--- src/hdl/scancode_to_ascii_keyboard_fifo_defines.svh ---
// Assertion macros used by the keyboard buffer top level.
`ifndef SCANCODE_TO_ASCII_KEYBOARD_FIFO_DEFINES_SVH
`define SCANCODE_TO_ASCII_KEYBOARD_FIFO_DEFINES_SVH

`ifndef ASSERT_OFF
// Check a property on every rising edge outside reset
`define SC2A_ASSERT(label, clk, rst, prop) \
   label: assert property (@(posedge clk) disable iff (rst) prop) \
      else $error("sc2a assertion failed");
// Check that a condition never holds outside reset
`define SC2A_NEVER(label, clk, rst, cond) \
   label: assert property (@(posedge clk) disable iff (rst) !(cond)) \
      else $error("sc2a forbidden condition seen");
`else
`define SC2A_ASSERT(label, clk, rst, prop)
`define SC2A_NEVER(label, clk, rst, cond)
`endif

`endif

--- src/hdl/sc2a_pkg.sv ---
// Types, constants and key tables of the scancode to ASCII keyboard buffer.
package sc2a_pkg;

   // Character buffer geometry
   localparam int FIFO_DEPTH = 256;
   localparam int PTR_W      = $clog2(FIFO_DEPTH);

   // Register file
   localparam int CSR_ADDR_W = 4;
   localparam logic [1:0] REG_ARROW_UP    = 2'd0;
   localparam logic [1:0] REG_ARROW_DOWN  = 2'd1;
   localparam logic [1:0] REG_ARROW_LEFT  = 2'd2;
   localparam logic [1:0] REG_ARROW_RIGHT = 2'd3;

   // Operations
   localparam logic [1:0] OP_SCAN  = 2'd0;
   localparam logic [1:0] OP_READ  = 2'd1;
   localparam logic [1:0] OP_CLEAR = 2'd2;

   // Set-1 key codes
   localparam logic [6:0] KC_LSHIFT = 7'h2A;
   localparam logic [6:0] KC_RSHIFT = 7'h36;
   localparam logic [6:0] KC_LCTRL  = 7'h1D;
   localparam logic [6:0] KC_CAPS   = 7'h3A;
   localparam logic [6:0] KC_UP     = 7'h48;
   localparam logic [6:0] KC_DOWN   = 7'h50;
   localparam logic [6:0] KC_LEFT   = 7'h4B;
   localparam logic [6:0] KC_RIGHT  = 7'h4D;
   localparam logic [6:0] MAP_LIMIT = 7'd58;
   localparam logic [6:0] CAPS_LO   = 7'h10;
   localparam logic [6:0] CAPS_HI   = 7'h32;

   localparam int MAP_N = 58;

   localparam logic [7:0] PLAIN_MAP [MAP_N] = '{
      8'h00, 8'h1B, "1", "2", "3", "4", "5", "6", "7", "8", "9", "0", "-", "=", 8'h08,
      8'h09, "q", "w", "e", "r", "t", "y", "u", "i", "o", "p", "[", "]", 8'h0A,
      8'h00, "a", "s", "d", "f", "g", "h", "j", "k", "l", ";", 8'h27, 8'h60,
      8'h00, 8'h5C, "z", "x", "c", "v", "b", "n", "m", ",", ".", "/", 8'h00,
      "*", 8'h00, " "
   };

   localparam logic [7:0] SHIFTED_MAP [MAP_N] = '{
      8'h00, 8'h1B, "!", "@", "#", "$", "%", "^", "&", "*", "(", ")", "_", "+", 8'h08,
      8'h09, "Q", "W", "E", "R", "T", "Y", "U", "I", "O", "P", "{", "}", 8'h0A,
      8'h00, "A", "S", "D", "F", "G", "H", "J", "K", "L", ":", 8'h22, "~",
      8'h00, "|", "Z", "X", "C", "V", "B", "N", "M", "<", ">", "?", 8'h00,
      "*", 8'h00, " "
   };

   // Channel words
   typedef struct packed {
      logic [1:0] operation;
      logic [7:0] scan_code;
   } req_word_type;

   typedef struct packed {
      logic [7:0] read_char;
      logic       has_char;
      logic       shift_held;
      logic       ctrl_held;
   } rsp_word_type;

   // Modifier state
   typedef struct packed {
      logic shift;
      logic ctrl;
      logic caps;
   } mod_flags_type;

   typedef struct packed {
      logic [7:0] up;
      logic [7:0] down;
      logic [7:0] left;
      logic [7:0] right;
   } arrow_codes_type;

   // Decoder verdict for one scancode
   typedef struct packed {
      mod_flags_type flags;
      logic          push;
      logic [7:0]    push_char;
   } decode_type;

endpackage

--- src/hdl/sc2a_decode.sv ---
// Scancode decoder: modifier tracking, arrow keys and character lookup.
module sc2a_decode (
   input  logic [7:0]               scan_code,
   input  sc2a_pkg::mod_flags_type   flags,
   input  sc2a_pkg::arrow_codes_type arrows,
   output sc2a_pkg::decode_type      verdict
);
   import sc2a_pkg::*;

   logic       released;
   logic [6:0] key;
   logic       upper;
   logic [5:0] map_idx;
   logic [7:0] map_char;

   assign released = scan_code[7];
   assign key      = scan_code[6:0];

   // Pick the table; caps lock flips shift on the letter rows
   always_comb begin
      upper   = flags.shift ^ (flags.caps && key >= CAPS_LO && key <= CAPS_HI);
      map_idx = (key < MAP_LIMIT) ? key[5:0] : '0;
      map_char = upper ? SHIFTED_MAP[map_idx] : PLAIN_MAP[map_idx];
   end

   // Update modifiers or produce a character
   always_comb begin
      verdict.flags     = flags;
      verdict.push      = 1'b0;
      verdict.push_char = '0;
      if (key == KC_LSHIFT || key == KC_RSHIFT) begin
         verdict.flags.shift = !released;
      end else if (key == KC_LCTRL) begin
         verdict.flags.ctrl = !released;
      end else if (key == KC_CAPS) begin
         if (!released) begin
            verdict.flags.caps = !flags.caps;
         end
      end else if (!released) begin
         if (key == KC_UP) begin
            verdict.push      = 1'b1;
            verdict.push_char = arrows.up;
         end else if (key == KC_DOWN) begin
            verdict.push      = 1'b1;
            verdict.push_char = arrows.down;
         end else if (key == KC_LEFT) begin
            verdict.push      = 1'b1;
            verdict.push_char = arrows.left;
         end else if (key == KC_RIGHT) begin
            verdict.push      = 1'b1;
            verdict.push_char = arrows.right;
         end else if (key < MAP_LIMIT) begin
            verdict.push      = (map_char != 8'h00);
            verdict.push_char = map_char;
         end
      end
   end

endmodule

--- src/hdl/scancode_to_ascii_keyboard_fifo.sv ---
// Top level: input stage, decoder, character ring buffer and register file.
//
//   channel  | direction | handshake              | word
//   req      | in        | req_valid / req_ready  | operation, scan_code
//   rsp      | out       | rsp_valid / rsp_ready  | read_char, has_char, shift_held, ctrl_held
//   csr      | in/out    | psel, penable, pready  | four arrow key codes, 8 bits each
//
// One word a cycle is sustained while results are taken; a word passes from acceptance
// to result through the input register and then the result register, the buffer read data
// register sitting beside the latter. Reset clears pointers and modifiers and loads the
// arrow codes with 128 to 131; the buffer storage is not cleared. A stalled result holds
// the input stage, which holds req_ready low only while both stages are full.
`include "scancode_to_ascii_keyboard_fifo_defines.svh"
module scancode_to_ascii_keyboard_fifo (
   input  logic                            clock,
   input  logic                            reset,
   input  logic                            req_valid,
   output logic                            req_ready,
   input  sc2a_pkg::req_word_type          req_data,
   output logic                            rsp_valid,
   input  logic                            rsp_ready,
   output sc2a_pkg::rsp_word_type          rsp_data,
   input  logic                            psel,
   input  logic                            penable,
   input  logic                            pwrite,
   input  logic [sc2a_pkg::CSR_ADDR_W-1:0] paddr,
   input  logic [31:0]                     pwdata,
   output logic [31:0]                     prdata,
   output logic                            pready
);
   import sc2a_pkg::*;

   // Input stage
   logic         s1_valid_ff, s1_valid_in;
   req_word_type s1_word_ff;
   logic         advance;

   // Result stage
   logic         out_valid_ff, out_valid_in;
   logic         pop_ff;
   logic         has_char_ff, has_char_in;
   logic [7:0]   rdata_ff;

   // Buffer and modifier state
   logic [7:0]       char_mem [FIFO_DEPTH];
   logic [PTR_W-1:0] wr_ptr_ff, wr_ptr_in;
   logic [PTR_W-1:0] rd_ptr_ff, rd_ptr_in;
   logic [PTR_W-1:0] wr_ptr_inc, rd_ptr_inc;
   mod_flags_type    flags_ff, flags_in;
   arrow_codes_type  arrows_ff, arrows_in;

   logic       empty, full, do_push, do_pop, do_clear, is_scan;
   decode_type verdict;
   logic       csr_write;

   // Handshakes
   assign advance     = s1_valid_ff && (!out_valid_ff || rsp_ready);
   assign req_ready   = !s1_valid_ff || advance;
   assign s1_valid_in = (req_valid && req_ready) || (s1_valid_ff && !advance);
   assign out_valid_in = advance || (out_valid_ff && !rsp_ready);

   sc2a_decode u_decode (
      .scan_code (s1_word_ff.scan_code),
      .flags     (flags_ff),
      .arrows    (arrows_ff),
      .verdict   (verdict)
   );

   // Pointer steps with wrap at the buffer depth
   assign wr_ptr_inc = (wr_ptr_ff == PTR_W'(FIFO_DEPTH - 1)) ? '0 : wr_ptr_ff + 1'b1;
   assign rd_ptr_inc = (rd_ptr_ff == PTR_W'(FIFO_DEPTH - 1)) ? '0 : rd_ptr_ff + 1'b1;
   assign empty      = (wr_ptr_ff == rd_ptr_ff);
   assign full       = (wr_ptr_inc == rd_ptr_ff);

   // Work out the effect of the word in the input stage
   always_comb begin
      is_scan   = (s1_word_ff.operation == OP_SCAN);
      do_push   = advance && is_scan && verdict.push && !full;
      do_pop    = advance && (s1_word_ff.operation == OP_READ) && !empty;
      do_clear  = advance && (s1_word_ff.operation == OP_CLEAR);
      wr_ptr_in = wr_ptr_ff;
      rd_ptr_in = rd_ptr_ff;
      flags_in  = flags_ff;
      if (do_clear) begin
         wr_ptr_in = '0;
         rd_ptr_in = '0;
      end else begin
         if (do_push) begin
            wr_ptr_in = wr_ptr_inc;
         end
         if (do_pop) begin
            rd_ptr_in = rd_ptr_inc;
         end
      end
      if (advance && is_scan) begin
         flags_in = verdict.flags;
      end
      has_char_in = (wr_ptr_in != rd_ptr_in);
   end

   // Register file writes
   assign csr_write = psel && penable && pwrite && pready;
   always_comb begin
      arrows_in = arrows_ff;
      if (csr_write) begin
         unique case (paddr[3:2])
            REG_ARROW_UP:    arrows_in.up    = pwdata[7:0];
            REG_ARROW_DOWN:  arrows_in.down  = pwdata[7:0];
            REG_ARROW_LEFT:  arrows_in.left  = pwdata[7:0];
            REG_ARROW_RIGHT: arrows_in.right = pwdata[7:0];
            default:         arrows_in = arrows_ff;
         endcase
      end
   end

   // Register file reads
   always_comb begin
      unique case (paddr[3:2])
         REG_ARROW_UP:    prdata = {24'd0, arrows_ff.up};
         REG_ARROW_DOWN:  prdata = {24'd0, arrows_ff.down};
         REG_ARROW_LEFT:  prdata = {24'd0, arrows_ff.left};
         REG_ARROW_RIGHT: prdata = {24'd0, arrows_ff.right};
         default:         prdata = '0;
      endcase
   end
   assign pready = 1'b1;

   // Control registers
   always_ff @(posedge clock) begin
      if (reset) begin
         s1_valid_ff  <= 1'b0;
         out_valid_ff <= 1'b0;
         wr_ptr_ff    <= '0;
         rd_ptr_ff    <= '0;
         flags_ff     <= '0;
         arrows_ff    <= '{up: 8'd128, down: 8'd129, left: 8'd130, right: 8'd131};
      end else begin
         s1_valid_ff  <= s1_valid_in;
         out_valid_ff <= out_valid_in;
         wr_ptr_ff    <= wr_ptr_in;
         rd_ptr_ff    <= rd_ptr_in;
         flags_ff     <= flags_in;
         arrows_ff    <= arrows_in;
      end
   end

   // Payload registers: load the input word, hold the result while stalled
   always_ff @(posedge clock) begin
      if (req_valid && req_ready) begin
         s1_word_ff <= req_data;
      end
      if (advance) begin
         pop_ff      <= do_pop;
         has_char_ff <= has_char_in;
      end
   end

   // Character buffer: write on push, registered read on pop
   always_ff @(posedge clock) begin
      if (do_push) begin
         char_mem[wr_ptr_ff] <= verdict.push_char;
      end
      if (do_pop) begin
         rdata_ff <= char_mem[rd_ptr_ff];
      end
   end

   // Result word
   assign rsp_valid           = out_valid_ff;
   assign rsp_data.read_char  = pop_ff ? rdata_ff : 8'h00;
   assign rsp_data.has_char   = has_char_ff;
   assign rsp_data.shift_held = flags_ff.shift;
   assign rsp_data.ctrl_held  = flags_ff.ctrl;

   // Checks
   `SC2A_NEVER(a_push_pop_collide, clock, reset, do_push && do_pop && wr_ptr_ff == rd_ptr_ff)
   `SC2A_ASSERT(a_clear_empties, clock, reset, do_clear |=> wr_ptr_ff == rd_ptr_ff)
   `SC2A_ASSERT(a_status_tracks, clock, reset, advance |=> rsp_data.has_char == !empty)
   `SC2A_ASSERT(a_stall_holds_s1, clock, reset, (s1_valid_ff && !advance) |=> s1_valid_ff)

endmodule
--- config.mk ---
export PLATFORM = sky130hd
export DESIGN_NAME = scancode_to_ascii_keyboard_fifo
export DESIGN_NICKNAME = d
export VERILOG_FILES = /design/src/hdl/sc2a_pkg.sv /design/src/hdl/sc2a_decode.sv /design/src/hdl/scancode_to_ascii_keyboard_fifo.sv
export VERILOG_INCLUDE_DIRS = /design/src /design/src/hdl
export SDC_FILE = /design/constraint.sdc
export NUM_CORES = 2
export LEC_CHECK = 0
export BUFFER_PORTS_ARGS = -buffer_cell sky130_fd_sc_hd__buf_4
export CAP_MARGIN = 20
export CORE_ASPECT_RATIO = 1.5
export CORE_MARGIN = 5
export CORE_UTILIZATION = 55
export CTS_CLUSTER_SIZE = 30
export DETAILED_ROUTE_END_ITERATION = 10
export GPL_ROUTABILITY_DRIVEN = 0
export HOLD_SLACK_MARGIN = 0.05
export PLACE_DENSITY_LB_ADDON = 0.3
export SYNTH_ARGS = -nofsm -noshare
export SYNTH_HDL_FRONTEND = slang
export SYNTH_SLANG_ARGS = --single-unit
--- constraint.sdc ---
create_clock -name clock -period 45.2 [get_ports clock]
set_input_delay 13.56 -clock clock [delete_from_list [all_inputs] [get_ports clock]]
set_output_delay 13.56 -clock clock [all_outputs]
set_load 0.005 [all_outputs]
* Word level (Yosys, flattened, before mapping)
Memory sizes are Yosys's and may differ from the RTL's. A register that Yosys moved wholly into a read port is not among the register bits.
Cells that the tools add are included.
** Cells by class
- Multiplexer cells :: 25
- Equal/unequal tests :: 18
- Add/sub/neg operators :: 2
- $lt $le $gt $ge :: 4
- Reduce and logical (&&, ||, !) cells :: 37
- Bitwise operators :: 5
** Operators with widths (count)
- case mux 32 bit (4 select lines) :: 1
- 2-to-1 mux 8 bit :: 12
- 2-to-1 mux 9 bit :: 9
- == test 7 bit, second input constant :: 4
- == test 7 x 6 -> 1 bit, second input constant :: 3
- adder 8 x 1 -> 8 bit, second input constant :: 2
- == test 8 bit :: 2
- == test 8 bit, second input constant :: 2
- logical AND 1 bit :: 14
- AND reduction 2 bit :: 5
- zero test 1 bit :: 8
- != test 8 bit :: 1
- nonzero test 8 bit :: 1
- == test 7 x 5 -> 1 bit, second input constant :: 1
- greater-or-equal comparator 7 x 5 -> 1 bit, second input constant :: 1
- greater-or-equal comparator 7 bit, second input constant :: 1
- less-or-equal comparator 7 x 6 -> 1 bit, second input constant :: 1
- less-than comparator 7 x 6 -> 1 bit, second input constant :: 1
- NOT 6 -> 7 bit :: 1
- == test 2 bit, second input constant :: 3
- 2-to-1 mux 6 bit :: 1
- logical OR 1 bit :: 5
- AND reduction 5 bit :: 1
- == test 2 x 1 -> 1 bit, second input constant :: 2
- 5 further kinds :: 9
** Word-level totals
- Memories :: 3
- Flip-flop bits (word level) :: 65
- ROM bits :: 1024
- Output and inout port bits :: 46
- Logic and storage cells :: 109
- Memory bits (writable) :: 2048
** Memory list
- char_mem :: words 256, bits a word 8, rd ports 1, clocked after memory_dff 1, write ports 1, line scancode_to_ascii_keyboard_fifo.sv:45 : logic [7:0] char_mem [FIFO_DEPTH];
- (name not given) :: words 64, bits a word 8, rd ports 1, clocked after memory_dff 0, write ports 0, line sc2a_decode.sv:23 : map_char = upper ? SHIFTED_MAP[map_idx] : PLAIN_MAP[map_idx];
- (name not given) :: words 64, bits a word 8, rd ports 1, clocked after memory_dff 0, write ports 0, line sc2a_decode.sv:23

* Longest topological paths before layout
- Word-level depth :: 22
- Depth in mapped cells :: 20

* Hierarchy
From an unflattened synthesis, not the netlist that was laid out.
** Second synthesis, totals
- Cells, all modules :: 3920
- Area total of the unflattened synthesis :: 84563.6 um^2
** By module, submodules not included
- scancode_to_ascii_keyboard_fifo :: seq. area each 63160.6 um^2, instances 1, area an instance 82713.1 um^2, cells each 3640
- sc2a_decode :: seq. area each 0.0 um^2, instances 1, area an instance 1850.5 um^2, cells each 280

* Worst setup path before layout
OpenSTA, ideal clock, no wires.
- Path type :: in2out
- Start point :: input paddr[2] (netlist bit)
- End point :: output prdata[0]
- Stages :: 2
- Arrival :: 14593 ps
- Slack :: 17047 ps
- Data required time :: 31640 ps
- Path buffers :: 1
- Cell sequence :: clkbuf_1 mux4_2
** On the way
- Word-level cells in the longest chain between the ends :: 2
- Elaborated cells on any way between the ends :: 5
- Classes of those cells :: eq/ne (3); mux (1); reduce/logical (1)
** RTL lines
- start: declaration :: line scancode_to_ascii_keyboard_fifo.sv:26 : input logic [sc2a_pkg::CSR_ADDR_W-1:0] paddr,
- == test 2 bit (tied with other cells) :: line scancode_to_ascii_keyboard_fifo.sv:118 : unique case (paddr[3:2])
- case mux 32 bit (4 select lines) * :: line scancode_to_ascii_keyboard_fifo.sv:118
- end: declaration :: line scancode_to_ascii_keyboard_fifo.sv:28 : output logic [31:0] prdata,
Every way passes the cells marked *; elsewhere a longest branch is shown, timed or not. The select of a mux whose other input is x is not followed.

* Final worst setup path
- Start point :: input paddr[2] (netlist bit)
- End point :: output prdata[5]
The elaborated chain is that of the path after synthesis.

==> Flow_metrics.wiki <==
{| class="wikitable"
! Metric !! Value
|-
| Share of the yosys chip area belonging to registers || between 70% and 80%
|-
| Wire length of the first global-routing pass || approximately 280,000 um
|-
| Power per cell area || 40.3 nW/um^2
|-
| Final design instance area without fill || between 90,000 and 100,000 um^2
|-
| Placeable Area || between 150,000 and 200,000 um^2
|-
| Routed wire length per instance || between 30 and 40 um
|-
| Type of element capturing the critical path || primary output
|-
| Global-route usage over all layers || a little under a quarter
|-
| Yosys warns || 0
|-
| Primary FF master, synth || sky130_fd_sc_hd__edfxtp_1
|-
| Wire length on met3 || 14,400 um
|-
| Max-capacitance violation count || 0
|-
| DP Worst Slack || 17.19 ns
|-
| Pin count of the biggest net entering global routing || a little over 200
|-
| CTS root buf || sky130_fd_sc_hd__clkbuf_16
|-
| Clock transition time at the flip-flop clock pins of the worst setup and hold paths || roughly 0.07 ns
|-
| Main area contributors after synthesis || sky130_fd_sc_hd__edfxtp_1, sky130_fd_sc_hd__mux4_2, sky130_fd_sc_hd__nor2_1, sky130_fd_sc_hd__dfxtp_1, sky130_fd_sc_hd__clkbuf_1
|-
| Row Count || around 180
|-
| Standard cell area after detailed placement || around 87,000 um^2
|-
| Number of top-level pins || a little under 100
|-
| H-Tree Level Count || 4
|-
| Final hold vios || 0
|-
| Most numerous cell in the Yosys netlist || sky130_fd_sc_hd__edfxtp_1
|-
| Post-detailed-routing wire length || 190,000 um
|-
| Starting Density || a little under three fifths
|-
| Final layout net count || just over 4,000
|-
| Final worst path period need || around 28 ns
|-
| Post-synthesis instance area || 84,600 um^2
|-
| Maximum buffer depth of the clock tree || 3
|-
| Initial antenna violation count || 4
|-
| Violations in the final reports || max-slew violations
|-
| Critical Path AT || 14.45 ns
|-
| Worst hold start || arrows_ff[1]
|-
| Number of distinct standard cells referenced by the synthesized netlist || just over 80
|-
| Drt pass-1 iters || 9
|-
| Worst slew slack as a fraction of its limit || -5.16%
|-
| Unrepaired setup endpoints after global routing || false
|-
| Clock latency reported for the late side of the worst-skew pair || 0.81 ns
|-
| Post-CTS Setup Bufs || 0
|-
| Outcome || complete, but fails checks
|-
| Die Height || between 400 and 500 um
|-
| Maximum vdd drop || 0.0473 mV
|-
| Setup CP Type || in -> out
|-
| Register area || 63,200 um^2
|-
| Post-synth ARST share || 0%
|-
| Final critical-path setup slack || around 17 ns
|-
| Multi-input combinational cell area || approximately 20,000 um^2
|-
| Static leakage || 26.9 nW
|-
| Leading cell types by count after synthesis || sky130_fd_sc_hd__edfxtp_1, sky130_fd_sc_hd__mux4_2, sky130_fd_sc_hd__nor2_1
|-
| Number of DRC markers after the initial detailed-route iteration || a little under 5,000
|-
| Biggest area consumer among synthesized cells || sky130_fd_sc_hd__edfxtp_1
|-
| Layout Skew || roughly 0.02 ns
|-
| DR top layer || met5
|-
| Synth top area share || between 70% and 80%
|-
| Post-synthesis instance total || just under 4,000
|-
| CTS tree || built
|-
| Number of synthesized flops with an enable pin || about 2,100
|-
| Number of fillers in the final layout || between 10,000 and 15,000
|-
| Number of buffers inserted during clock tree synthesis || roughly 180
|-
| Width of the die || between 300 and 400 um
|-
| DR vias || between 40,000 and 50,000
|-
| Average cell area after synthesis || between 20 and 25 um^2
|-
| Antenna Violating Nets Remaining || 0
|-
| CP startpoint kind || primary input
|-
| Required arrival time at the worst endpoint || 31.64 ns
|-
| DR DRC count || 0
|-
| Final Max Slew Viols || between 40 and 50
|-
| Number of global-route vias before repair || 41,100
|-
| Max FO, Critical Path || 11
|-
| Post_cts resized || 0
|-
| Share of layout cells above drive strength 1 || between 20% and 30%
|-
| CTS hold repair buffers || 0
|-
| Number of flip-flops and latches in the synthesized netlist || roughly 2,100
|-
| Share of the clock period used by the worst path after layout || approximately three fifths
|-
| Max Clock Freq || ~36 MHz
|-
| Post-DP HPWL || approximately 110,000 um
|-
| Met1 Wirelength || between 60,000 and 70,000 um
|-
| Startpoint of the worst-slack reg-to-reg timing path || s1_word_ff[4]
|-
| Total of buffers placed on input and output ports || 47
|-
| PnR Total Power || ~3.7 mW
|-
| Worst Max-Slew Pin Slew || 1.58 ns
|-
| Growth of design area from synthesis to finish || 9.77%
|-
| First element of the critical path || paddr[2]
|-
| DR WL met2 || 98,400 um
|-
| Sink count of the clock tree || about 2,100
|-
| Number of setup violations in the final report || 0
|-
| Vias per std cell || 6.46
|-
| Worst hold-check path type || reg -> reg
|-
| Worst hold margin || between 0.4 and 0.5 ns
|-
| Die outline area || around 160,000 um^2
|-
| Total negative slack for setup checks || 0 ns
|-
| Remaining global-route overflow || 0
|}
## sequential cells by signal, indices dropped and copies added (netlist names)
signal       cells
char_mem      2048
wr_ptr_ff        8
rsp_valid        1
flags_ff         1
arrows_ff       32
s1_valid_ff      1
rd_ptr_ff        8
has_char_ff      1
s1_word_ff      10
pop_ff           1
rsp_data         2
rdata_ff         8
## cell type report
type	count	share of cell area [%]
Sequential cell	2121	68.0
Clock buffer	219	5.17
Multi-Input combinational cell	1568	21.9
Timing Repair Buffer	113	1.07
Inverter	23	0.0929
Tap cell	2047	2.76
Clock inverter	107	0.967
Antenna cell	3	0.00808
## routing by layer
metal / vias up / GRT usage [%]
met5: - / 0
met4: 2 / 8.79
met3: 390 / 4.41
met2: 1799 / 39.9
met1: 21300 / 31.9
li1: 16600 / -
## report_power, final
| group | switching [mW] | internal [mW] | total (mW) |
|---|---|---|---|
| Sequential | 0.00234 | 2.16 | 2.16 |
| Clock | 0.687 | 0.826 | 1.51 |
| Combinational | 0.0539 | 0.0134 | 0.0674 |
## critical path: stages
cell	delay, ns
sky130_fd_sc_hd__buf_4	0.20
sky130_fd_sc_hd__mux4_2	0.53
sky130_fd_sc_hd__buf_4	0.15
## cell usage in the layout, fill, tap and decap left out, types with 14 or more instances in the layout
| cell type | netlist | final |
|---|---|---|
| sky130_fd_sc_hd__a211oi_1 | 24 | 24 |
| sky130_fd_sc_hd__a21oi_1 | 45 | 41 |
| sky130_fd_sc_hd__and2_1 | 15 | 15 |
| sky130_fd_sc_hd__buf_4 | 29 | 103 |
| sky130_fd_sc_hd__clkbuf_1 | 131 | 32 |
| sky130_fd_sc_hd__clkbuf_16 | 0 | 187 |
| sky130_fd_sc_hd__clkinv_1 | 0 | 44 |
| sky130_fd_sc_hd__clkinv_2 | 0 | 28 |
| sky130_fd_sc_hd__conb_1 | 2 | 25 |
| sky130_fd_sc_hd__dfxtp_1 | 53 | 47 |
| sky130_fd_sc_hd__edfxtp_1 | 2068 | 2068 |
| sky130_fd_sc_hd__ha_1 | 16 | 16 |
| sky130_fd_sc_hd__inv_1 | 22 | 22 |
| sky130_fd_sc_hd__mux2i_1 | 45 | 45 |
| sky130_fd_sc_hd__mux4_2 | 671 | 671 |
| sky130_fd_sc_hd__nand2_1 | 65 | 52 |
| sky130_fd_sc_hd__nand2_2 | 1 | 14 |
| sky130_fd_sc_hd__nand3_1 | 27 | 27 |
| sky130_fd_sc_hd__nor2_1 | 336 | 335 |
| sky130_fd_sc_hd__nor2b_1 | 35 | 35 |
| sky130_fd_sc_hd__nor3_1 | 20 | 19 |
| sky130_fd_sc_hd__o21ai_0 | 32 | 32 |
| sky130_fd_sc_hd__xnor2_1 | 21 | 21 |
## logic make-up after synthesis
| kind of cell | after synthesis | synth area share, % |
|---|---|---|
| adders and majority gates | 16 | 0.237 |
| muxes | 720 | 18.4 |
| AOI/OAI and AO/OA | 209 | 1.81 |
| and+or+nand+nor | 569 | 3.01 |
| other | 2 | 0.00887 |
| buffers and inverters | 298 | 1.54 |
| xor gates and xnor gates | 29 | 0.316 |
| DFF | 2121 | 74.6 |
## stage by stage
stage	util, %	std cells
6_report	60.6	6201
2_1_floorplan	-	3987
5_1_grt	60.6	6199
3_3_place_gp	56.8	5869
3_5_place_dp	56.9	5870
4_1_cts	60.6	6196
## path summary, 6_finish.rpt
check                                        end  slack [ns]  depth (start not counted)
worst max-delay path                   prdata[5]       17.19                          3
worst min-delay path                arrows_ff[1]        0.50                          1
worst max register to register  char_mem[167][6]       38.47                         14
worst min register to register      arrows_ff[1]        0.50                          1
Power figures use the tool's default switching activity.
